<file path="config.mk">
export PLATFORM = sky130hd
export DESIGN_NAME = depth_plane_false_color
export DESIGN_NICKNAME = d
export VERILOG_FILES = /design/src/design/dpfc_pkg.sv /design/src/design/depth_plane_false_color.sv
export SDC_FILE = /design/constraint.sdc
export NUM_CORES = 1
export LEC_CHECK = 0
export BUFFER_PORTS_ARGS = -buffer_cell sky130_fd_sc_hd__buf_2
export CORE_MARGIN = 2
export CORE_UTILIZATION = 40
export DETAILED_ROUTE_END_ITERATION = 12
export PLACE_DENSITY = 0.72
export SLEW_MARGIN = 20
export SYNTH_ARGS = -nofsm -noshare
export SYNTH_HDL_FRONTEND = slang
export SYNTH_SLANG_ARGS = --single-unit
</file>
<file path="constraint.sdc">
create_clock -name clock -period 4.15 [get_ports clock]
set_clock_uncertainty 0.2 [all_clocks]
set_input_delay 0.6225 -clock clock [delete_from_list [all_inputs] [get_ports clock]]
set_output_delay 0.6225 -clock clock [all_outputs]
set_load 0.05 [all_outputs]
</file>
<file path="src/design/dpfc_pkg.sv">
// Package for the depth plane false-color block: register map, codes and stage types.
package dpfc_pkg;

   // configuration port
   localparam int CSR_ADDR_W = 4;
   localparam int CSR_DATA_W = 32;

   // register indexes, paddr[3:2]
   localparam logic [1:0] REG_FRAME_WIDTH  = 2'd0;
   localparam logic [1:0] REG_FRAME_HEIGHT = 2'd1;
   localparam logic [1:0] REG_COLOR_MODE   = 2'd2;

   // reset values
   localparam logic [10:0] FRAME_WIDTH_RST  = 11'd320;
   localparam logic [10:0] FRAME_HEIGHT_RST = 11'd240;
   localparam logic        COLOR_MODE_RST   = 1'b1;

   // plane codes
   localparam logic [1:0] PLANE_PHASE     = 2'd0;
   localparam logic [1:0] PLANE_AMPLITUDE = 2'd1;
   localparam logic [1:0] PLANE_AMBIENT   = 2'd2;
   localparam logic [1:0] PLANE_FLAGS     = 2'd3;

   // jet colormap segments, phase index bits [7:6]
   localparam logic [1:0] JET_SEG_GREEN_UP  = 2'd0;
   localparam logic [1:0] JET_SEG_BLUE_DOWN = 2'd1;
   localparam logic [1:0] JET_SEG_RED_UP    = 2'd2;
   localparam logic [1:0] JET_SEG_GREEN_DN  = 2'd3;

   localparam logic [7:0] PIX_FULL      = 8'd255;
   localparam logic [7:0] PIX_ZERO      = 8'd0;
   localparam logic [7:0] PIX_HALF      = 8'd128;
   localparam logic [7:0] JET_BLUE_TOP  = 8'd254;
   localparam logic [7:0] JET_RED_BASE  = 8'd2;
   localparam logic [7:0] JET_GREEN_TOP = 8'd252;

   // stage A: captured sample, mosaic place and frame check
   typedef struct packed {
      logic [1:0]  plane;
      logic [15:0] sample_value;
      logic [10:0] mosaic_x;
      logic [10:0] mosaic_y;
      logic        out_of_frame;
   } stage_a_type;

   // stage B: jet segment and ramp, or gray level
   typedef struct packed {
      logic        jet;
      logic [1:0]  seg;
      logic [7:0]  ramp;
      logic [7:0]  gray;
      logic [10:0] mosaic_x;
      logic [10:0] mosaic_y;
      logic        out_of_frame;
   } stage_b_type;

   // stage C: finished pixel
   typedef struct packed {
      logic        jet;
      logic [7:0]  red;
      logic [7:0]  green;
      logic [7:0]  blue;
      logic [10:0] mosaic_x;
      logic [10:0] mosaic_y;
      logic        out_of_frame;
   } stage_c_type;

endpackage

</file>
<file path="src/design/depth_plane_false_color.sv">
// Top level: false-color conversion of depth-camera plane samples into a 2x2 mosaic.
//
//   channel | direction | handshake           | payload
//   --------+-----------+---------------------+------------------------------------------
//   req_    | in        | req_valid/req_ready | plane, row, column, sample_value
//   rsp_    | out       | rsp_valid/rsp_ready | red, green, blue, mosaic_x, mosaic_y,
//           |           |                     | out_of_frame
//   csr_    | in/out    | APB psel/penable    | frame_width, frame_height, color_mode
//
// Three register stages (A: mosaic add and frame compare, B: jet segment or gray level,
// C: final pixel, which is also the output register). rsp_valid rises once an accepted
// item has moved through stages A, B and C, and the result can then be taken; one item per
// cycle is taken while rsp_ready stays high.
// A stage takes a new item when it is empty or its content moves on in the same cycle,
// so a stall at rsp_ready backs up stage by stage without dropping or repeating an item.
// Synchronous reset empties all stages and loads the register reset values.
module depth_plane_false_color (
   input  logic                             clock,
   input  logic                             reset,
   // input channel
   input  logic                             req_valid,
   output logic                             req_ready,
   input  logic [1:0]                       req_plane,
   input  logic [9:0]                       req_row,
   input  logic [9:0]                       req_column,
   input  logic [15:0]                      req_sample_value,
   // result channel
   output logic                             rsp_valid,
   input  logic                             rsp_ready,
   output logic [7:0]                       rsp_red,
   output logic [7:0]                       rsp_green,
   output logic [7:0]                       rsp_blue,
   output logic [10:0]                      rsp_mosaic_x,
   output logic [10:0]                      rsp_mosaic_y,
   output logic                             rsp_out_of_frame,
   // configuration port
   input  logic                             csr_psel,
   input  logic                             csr_penable,
   input  logic                             csr_pwrite,
   input  logic [dpfc_pkg::CSR_ADDR_W-1:0]  csr_paddr,
   input  logic [dpfc_pkg::CSR_DATA_W-1:0]  csr_pwdata,
   output logic [dpfc_pkg::CSR_DATA_W-1:0]  csr_prdata,
   output logic                             csr_pready
);
   import dpfc_pkg::*;

   logic [10:0] frame_width_ff,  frame_width_in;
   logic [10:0] frame_height_ff, frame_height_in;
   logic        color_mode_ff,   color_mode_in;

   logic        a_valid_ff, a_valid_in;
   logic        b_valid_ff, b_valid_in;
   logic        c_valid_ff, c_valid_in;
   stage_a_type a_data_ff,  a_data_in;
   stage_b_type b_data_ff,  b_data_in;
   stage_c_type c_data_ff,  c_data_in;

   logic        a_ready, b_ready, c_ready;
   logic        csr_wr;
   logic [1:0]  csr_idx;

   // ---------------- configuration registers ----------------
   assign csr_pready = 1'b1;
   assign csr_wr     = csr_psel & csr_penable & csr_pwrite & csr_pready;
   assign csr_idx    = csr_paddr[3:2];

   always_comb begin
      frame_width_in  = frame_width_ff;
      frame_height_in = frame_height_ff;
      color_mode_in   = color_mode_ff;
      if (csr_wr) begin
         unique case (csr_idx)
            REG_FRAME_WIDTH:  frame_width_in  = csr_pwdata[10:0];
            REG_FRAME_HEIGHT: frame_height_in = csr_pwdata[10:0];
            REG_COLOR_MODE:   color_mode_in   = csr_pwdata[0];
            default: ;
         endcase
      end
   end

   // register readback
   always_comb begin
      csr_prdata = '0;
      unique case (csr_idx)
         REG_FRAME_WIDTH:  csr_prdata = {{(CSR_DATA_W-11){1'b0}}, frame_width_ff};
         REG_FRAME_HEIGHT: csr_prdata = {{(CSR_DATA_W-11){1'b0}}, frame_height_ff};
         REG_COLOR_MODE:   csr_prdata = {{(CSR_DATA_W-1){1'b0}}, color_mode_ff};
         default:          csr_prdata = '0;
      endcase
   end

   // ---------------- pipeline flow control ----------------
   assign c_ready   = ~c_valid_ff | rsp_ready;
   assign b_ready   = ~b_valid_ff | c_ready;
   assign a_ready   = ~a_valid_ff | b_ready;
   assign req_ready = a_ready;

   assign a_valid_in = a_ready ? req_valid  : a_valid_ff;
   assign b_valid_in = b_ready ? a_valid_ff : b_valid_ff;
   assign c_valid_in = c_ready ? b_valid_ff : c_valid_ff;

   // ---------------- stage A: mosaic place, frame check ----------------
   always_comb begin
      a_data_in              = a_data_ff;
      if (a_ready && req_valid) begin
         a_data_in.plane        = req_plane;
         a_data_in.sample_value = req_sample_value;
         // right half for amplitude and flags, lower half for ambient and flags
         a_data_in.mosaic_x     = req_plane[0] ? ({1'b0, req_column} + frame_width_ff)
                                               : {1'b0, req_column};
         a_data_in.mosaic_y     = req_plane[1] ? ({1'b0, req_row} + frame_height_ff)
                                               : {1'b0, req_row};
         a_data_in.out_of_frame = ({1'b0, req_column} >= frame_width_ff) ||
                                  ({1'b0, req_row} >= frame_height_ff);
      end
   end

   // ---------------- stage B: jet segment or gray level ----------------
   always_comb begin
      b_data_in = b_data_ff;
      if (b_ready && a_valid_ff) begin
         b_data_in.jet          = (a_data_ff.plane == PLANE_PHASE) && color_mode_ff;
         // phase index bits [11:4]: top two pick the segment, low six times four
         b_data_in.seg          = a_data_ff.sample_value[11:10];
         b_data_in.ramp         = {a_data_ff.sample_value[9:4], 2'b00};
         b_data_in.mosaic_x     = a_data_ff.mosaic_x;
         b_data_in.mosaic_y     = a_data_ff.mosaic_y;
         b_data_in.out_of_frame = a_data_ff.out_of_frame;
         case (a_data_ff.plane)
            PLANE_PHASE:     b_data_in.gray = a_data_ff.sample_value[13:6];
            PLANE_AMPLITUDE: begin
               // saturate in color mode, wrap in gray mode
               if (color_mode_ff && (a_data_ff.sample_value[15:10] != 6'd0))
                  b_data_in.gray = PIX_FULL;
               else
                  b_data_in.gray = a_data_ff.sample_value[9:2];
            end
            PLANE_AMBIENT:   b_data_in.gray = {a_data_ff.sample_value[4:0], 3'b000};
            default:         b_data_in.gray = a_data_ff.sample_value[3] ? PIX_HALF
                                                                        : PIX_ZERO;
         endcase
      end
   end

   // ---------------- stage C: final pixel ----------------
   always_comb begin
      c_data_in = c_data_ff;
      if (c_ready && b_valid_ff) begin
         c_data_in.jet          = b_data_ff.jet;
         c_data_in.mosaic_x     = b_data_ff.mosaic_x;
         c_data_in.mosaic_y     = b_data_ff.mosaic_y;
         c_data_in.out_of_frame = b_data_ff.out_of_frame;
         c_data_in.red          = b_data_ff.gray;
         c_data_in.green        = b_data_ff.gray;
         c_data_in.blue         = b_data_ff.gray;
         if (b_data_ff.jet) begin
            case (b_data_ff.seg)
               JET_SEG_GREEN_UP: begin
                  c_data_in.red   = PIX_ZERO;
                  c_data_in.green = b_data_ff.ramp;
                  c_data_in.blue  = PIX_FULL;
               end
               JET_SEG_BLUE_DOWN: begin
                  c_data_in.red   = PIX_ZERO;
                  c_data_in.green = PIX_FULL;
                  c_data_in.blue  = JET_BLUE_TOP - b_data_ff.ramp;
               end
               JET_SEG_RED_UP: begin
                  c_data_in.red   = b_data_ff.ramp + JET_RED_BASE;
                  c_data_in.green = PIX_FULL;
                  c_data_in.blue  = PIX_ZERO;
               end
               default: begin
                  c_data_in.red   = PIX_FULL;
                  c_data_in.green = JET_GREEN_TOP - b_data_ff.ramp;
                  c_data_in.blue  = PIX_ZERO;
               end
            endcase
         end
      end
   end

   // ---------------- registers ----------------
   always_ff @(posedge clock) begin
      if (reset) begin
         frame_width_ff  <= FRAME_WIDTH_RST;
         frame_height_ff <= FRAME_HEIGHT_RST;
         color_mode_ff   <= COLOR_MODE_RST;
         a_valid_ff      <= 1'b0;
         b_valid_ff      <= 1'b0;
         c_valid_ff      <= 1'b0;
      end else begin
         frame_width_ff  <= frame_width_in;
         frame_height_ff <= frame_height_in;
         color_mode_ff   <= color_mode_in;
         a_valid_ff      <= a_valid_in;
         b_valid_ff      <= b_valid_in;
         c_valid_ff      <= c_valid_in;
      end
   end

   // payload, no reset
   always_ff @(posedge clock) begin
      a_data_ff <= a_data_in;
      b_data_ff <= b_data_in;
      c_data_ff <= c_data_in;
   end

   // ---------------- outputs ----------------
   assign rsp_valid        = c_valid_ff;
   assign rsp_red          = c_data_ff.red;
   assign rsp_green        = c_data_ff.green;
   assign rsp_blue         = c_data_ff.blue;
   assign rsp_mosaic_x     = c_data_ff.mosaic_x;
   assign rsp_mosaic_y     = c_data_ff.mosaic_y;
   assign rsp_out_of_frame = c_data_ff.out_of_frame;

   // ---------------- assertions ----------------
   // an accepted item always lands in stage A
   a_accept_lands: assert property (@(posedge clock) disable iff (reset)
      (req_valid && req_ready) |=> a_valid_ff)
      else $error("accepted item did not enter stage A");

   // every jet pixel has one channel at full scale
   jet_full_channel: assert property (@(posedge clock) disable iff (reset)
      (c_valid_ff && c_data_ff.jet) |->
         (c_data_ff.red == PIX_FULL || c_data_ff.green == PIX_FULL ||
          c_data_ff.blue == PIX_FULL))
      else $error("jet pixel without a full-scale channel");

   // non-jet pixels are gray
   gray_equal: assert property (@(posedge clock) disable iff (reset)
      (c_valid_ff && !c_data_ff.jet) |->
         (c_data_ff.red == c_data_ff.green && c_data_ff.green == c_data_ff.blue))
      else $error("gray pixel with unequal channels");

   // an in-frame item has a mosaic place inside the full mosaic
   in_frame_place: assert property (@(posedge clock) disable iff (reset)
      (c_valid_ff && !c_data_ff.out_of_frame) |->
         ({1'b0, c_data_ff.mosaic_x} < {frame_width_ff, 1'b0} &&
          {1'b0, c_data_ff.mosaic_y} < {frame_height_ff, 1'b0}))
      else $error("in-frame item placed outside the mosaic");

endmodule
</file>
==> key figures <==
Status
  • Status: finished, final reports clean

Detailed routing
  • Remaining design rule violation count: 0
  • Length of the first detailed-routing pass in iterations: 4
  • Avg Vias per Cell: 4.958
  • Aggregate routed wire length: 14640 um
  • Number of DRC markers after the initial detailed-route iteration: 313
  • Residual antenna-violating net count after detailed routing: 0
  • WL per Instance: 14.76 um
  • Total via count in the routed design: 4918

Place
  • Quantity of I/O buffers inserted on ports: 117
  • Pre-CTS WS: 0.9255 ns
  • Detail Placement HPWL: 10450 um
  • RePlAce Congestion: 0.8226
  • Placed Instances: 958

Clocking
  • Clock latency at the later pin of the worst-skew pair: 0.43 ns
  • Clock net sink count: 154
  • Number of buffers inserted during clock tree synthesis: 17
  • H-tree depth: 4
  • Clock transition at the registers of the reported paths: 0.07 ns
  • Count of instances resized after the clock tree is built: 0
  • Count of hold-fix buffers inserted at cts: 0
  • TritonCTS clock tree: yes
  • Root Buffer Master: clkbuf_16
  • Max Root-Sink Buffers: 2
  • Post-CTS setup buffer count: 0

Die
  • Core region area: 18020 um2
  • Placement row count: 49
  • Die Span X: 139.6 um
  • Initial core utilization: 0.4083
  • Die ar.: 19500 um2
  • Total I/O pin count: 163
  • Y dimension of the die: 139.6 um

STA
  • Fin Hold WS: 0.1700 ns
  • Max_slew headroom: 0.4926
  • Number of pins exceeding their max-slew limit in the final report: 0
  • Final count of negative-setup-slack endpoints: 0
  • Final critical-path required period: 3.011 ns
  • Hold violation total from the final report: 0
  • Actual transition at the worst max-transition pin: 0.7513 ns
  • Maximum frequency from static timing analysis: 332.1 MHz
  • Final critical-path setup slack: 1.139 ns
  • Sum Neg Setup Slack: 0 ns
  • Setup repair after global routing missed its margin: false
  • Final cycle utilization of the critical path: 0.7255

Setup path
  • Category of the worst setup path launch point: register
  • CP most frequent cell: nor2_1
  • Ordered cell list for the critical path: ha_1 > inv_1 > fa_1 > nor2_1 > nor2_1 > o41ai_1 > a21oi_1 > nor4b_1 > or3_1
  • Category of the worst setup path capture point: register
  • CP required: 4.12 ns
  • Cell with the largest stage delay on the worst path: o41ai_1
  • Biggest fanout along the worst timing path: 4
  • Critical path arrival: 2.98 ns
  • Delay of the slowest cell on the worst path: 0.62 ns
  • Category of the critical setup timing path: reg -> reg

Worst hold path
  • Hold Path Class: in -> reg

Finish
  • Final core area utilization: 0.4806
  • Proportion of layout cells with a drive suffix above 1: 0.2000
  • Syn-to-layout area delta: 17.72%
  • Count of filler cells inserted in the layout: 1645
  • Fin nets: 875
  • Layout Cells excl Fill: 992

Synthesis
  • Mapped Area: 7360 um2
  • Post-Syn Area per Cell: 11.59 um2
  • Sequential fraction of the synthesis area: 0.5930
  • Synth unique cells: 47
  • Leading cell type by number of instances after synthesis: edfxtp_1
  • Biggest area contributors in the synthesized netlist: edfxtp_1 52%, ha_1 7.5%, dfxtp_1 7.1%
  • Count of synthesis-stage warnings from yosys: 0
  • #FFs+latches synth: 154
  • Area fraction of the dominant cell type after synthesis: 0.5223
  • Dominant synthesized flop cell: edfxtp_1
  • Share of synthesized registers carrying an async set or reset: 0
  • Number of flops mapped to enable cells by yosys: 128
  • Most common library cells after synthesis: 128 x edfxtp_1, 80 x nor2_1, 55 x a21oi_1
  • Cell count after synthesis: 635
  • Yosys top cell by area: edfxtp_1

Global route
  • Via count of the first global-routing pass: 4701
  • Remaining global-route overflow: 0
  • Total Routing Usage GR: 0.1544
  • Global-route wire length before repair: 23540 um
  • Antenna violations before repair: 2
  • Maximum number of pins on one net before global-route repair: 48

Power
  • Static leakage power: 3.509 nW
  • Ratio of total power to cell area: 417.2 nW/um2
  • Maximum vdd drop: 0.0002990 V

Job
  • Number of max-cap violations: 0
-- worst paths after layout --
| path | startpoint | end | slack, ns | cells after the start |
|---|---|---|---|---|
| worst min register to register | a_data_ff[18]$_DFFE_PP_ | b_data_ff[18]$_DFFE_PP_ | 0.22 | 0 |
| worst max-delay path | frame_height_ff[0]$_SDFFE_PP0P_ | a_data_ff[9]$_DFFE_PP_ | 1.14 | 9 |
| worst min-delay path | req_sample_value[9] | a_data_ff[32]$_DFFE_PP_ | 0.17 | 1 |
| worst max register to register | frame_height_ff[0]$_SDFFE_PP0P_ | a_data_ff[9]$_DFFE_PP_ | 1.14 | 9 |
-- through the flow --
stage               power (mW)  instance area, um2
global placement         2.216                8119
floorplan                2.132                7435
detailed placement       2.225                8119
global route             3.755                8658
finish                   3.615                8663
CTS                      3.653                8656
-- cell families after synthesis --
logic type,share of synthesized area
muxes,0.03570
DFF,0.5930
adders and majority gates,0.08025
and+or+nand+nor,0.09656
xor gates and xnor gates,0.01428
AOI/OAI and AO/OA,0.1168
buffers and inverters,0.06239
other,0.001020
-- flip-flops by register name (all words and copies together), names as in the netlist, 11 cells and up --
signal / cells
rsp_mosaic_x: 11
rsp_mosaic_y: 11
b_data_ff: 40
a_data_ff: 41
frame_width_ff: 11
frame_height_ff: 11
-- critical path, delay by kind of cell (launching register included) --
kind                     cells  cell delay [ns]
adder cells (fa/ha/maj)      2             0.58
buffers and inverters        1             0.05
flip-flops                   1             0.40
AO/OA/AOI/OAI                2             0.82
AND/OR/NAND/NOR              4             0.69
-- final cells by class --
cell class                      count  area [um2]  area share
Antenna cell                        3       7.507   0.0008666
Clock buffer                       20       436.7     0.05040
Clock inverter                     11       100.1     0.01155
Inverter                           52       195.2     0.02253
Multi-Input combinational cell    401        2650      0.3059
Sequential cell                   154        4364      0.5038
Tap cell                          229       286.5     0.03307
Timing Repair Buffer              122       623.1     0.07192
-- metal layers --
| layer | vias to the layer above | GRT usage | wire length [um] |
|---|---|---|---|
| met4 | 0 | 0.05632 | 243 |
| met3 | 21 | 0.04921 | 954 |
| met2 | 159 | 0.2572 | 7089 |
| met5 | - | 0 | 0 |
| met1 | 2278 | 0.1890 | 6350 |
| li1 | 2460 | - | - |
-- power by group --
group | internal [mW] | switching (mW)
combinational | 0.120 | 0.269
clock | 0.819 | 0.604
sequential | 1.76 | 0.0375
-- placed cells by master (no fill, tap or decap), drive strengths merged, types with 4 or more instances in the layout --
cell type / n
a211o: 8
a211oi: 11
a21o: 8
a21oi: 55
a31oi: 10
buf: 122
clkbuf: 20
clkinv: 7
conb: 22
dfxtp: 26
edfxtp: 128
ha: 44
inv: 53
mux2i: 24
nand2: 34
nand2b: 7
nor2: 80
nor2b: 7
nor3: 4
nor4: 4
nor4b: 4
o21ai: 20
o22ai: 6
or3: 5
xnor2: 10
No activity file was read; power rests on OpenSTA's default activity.
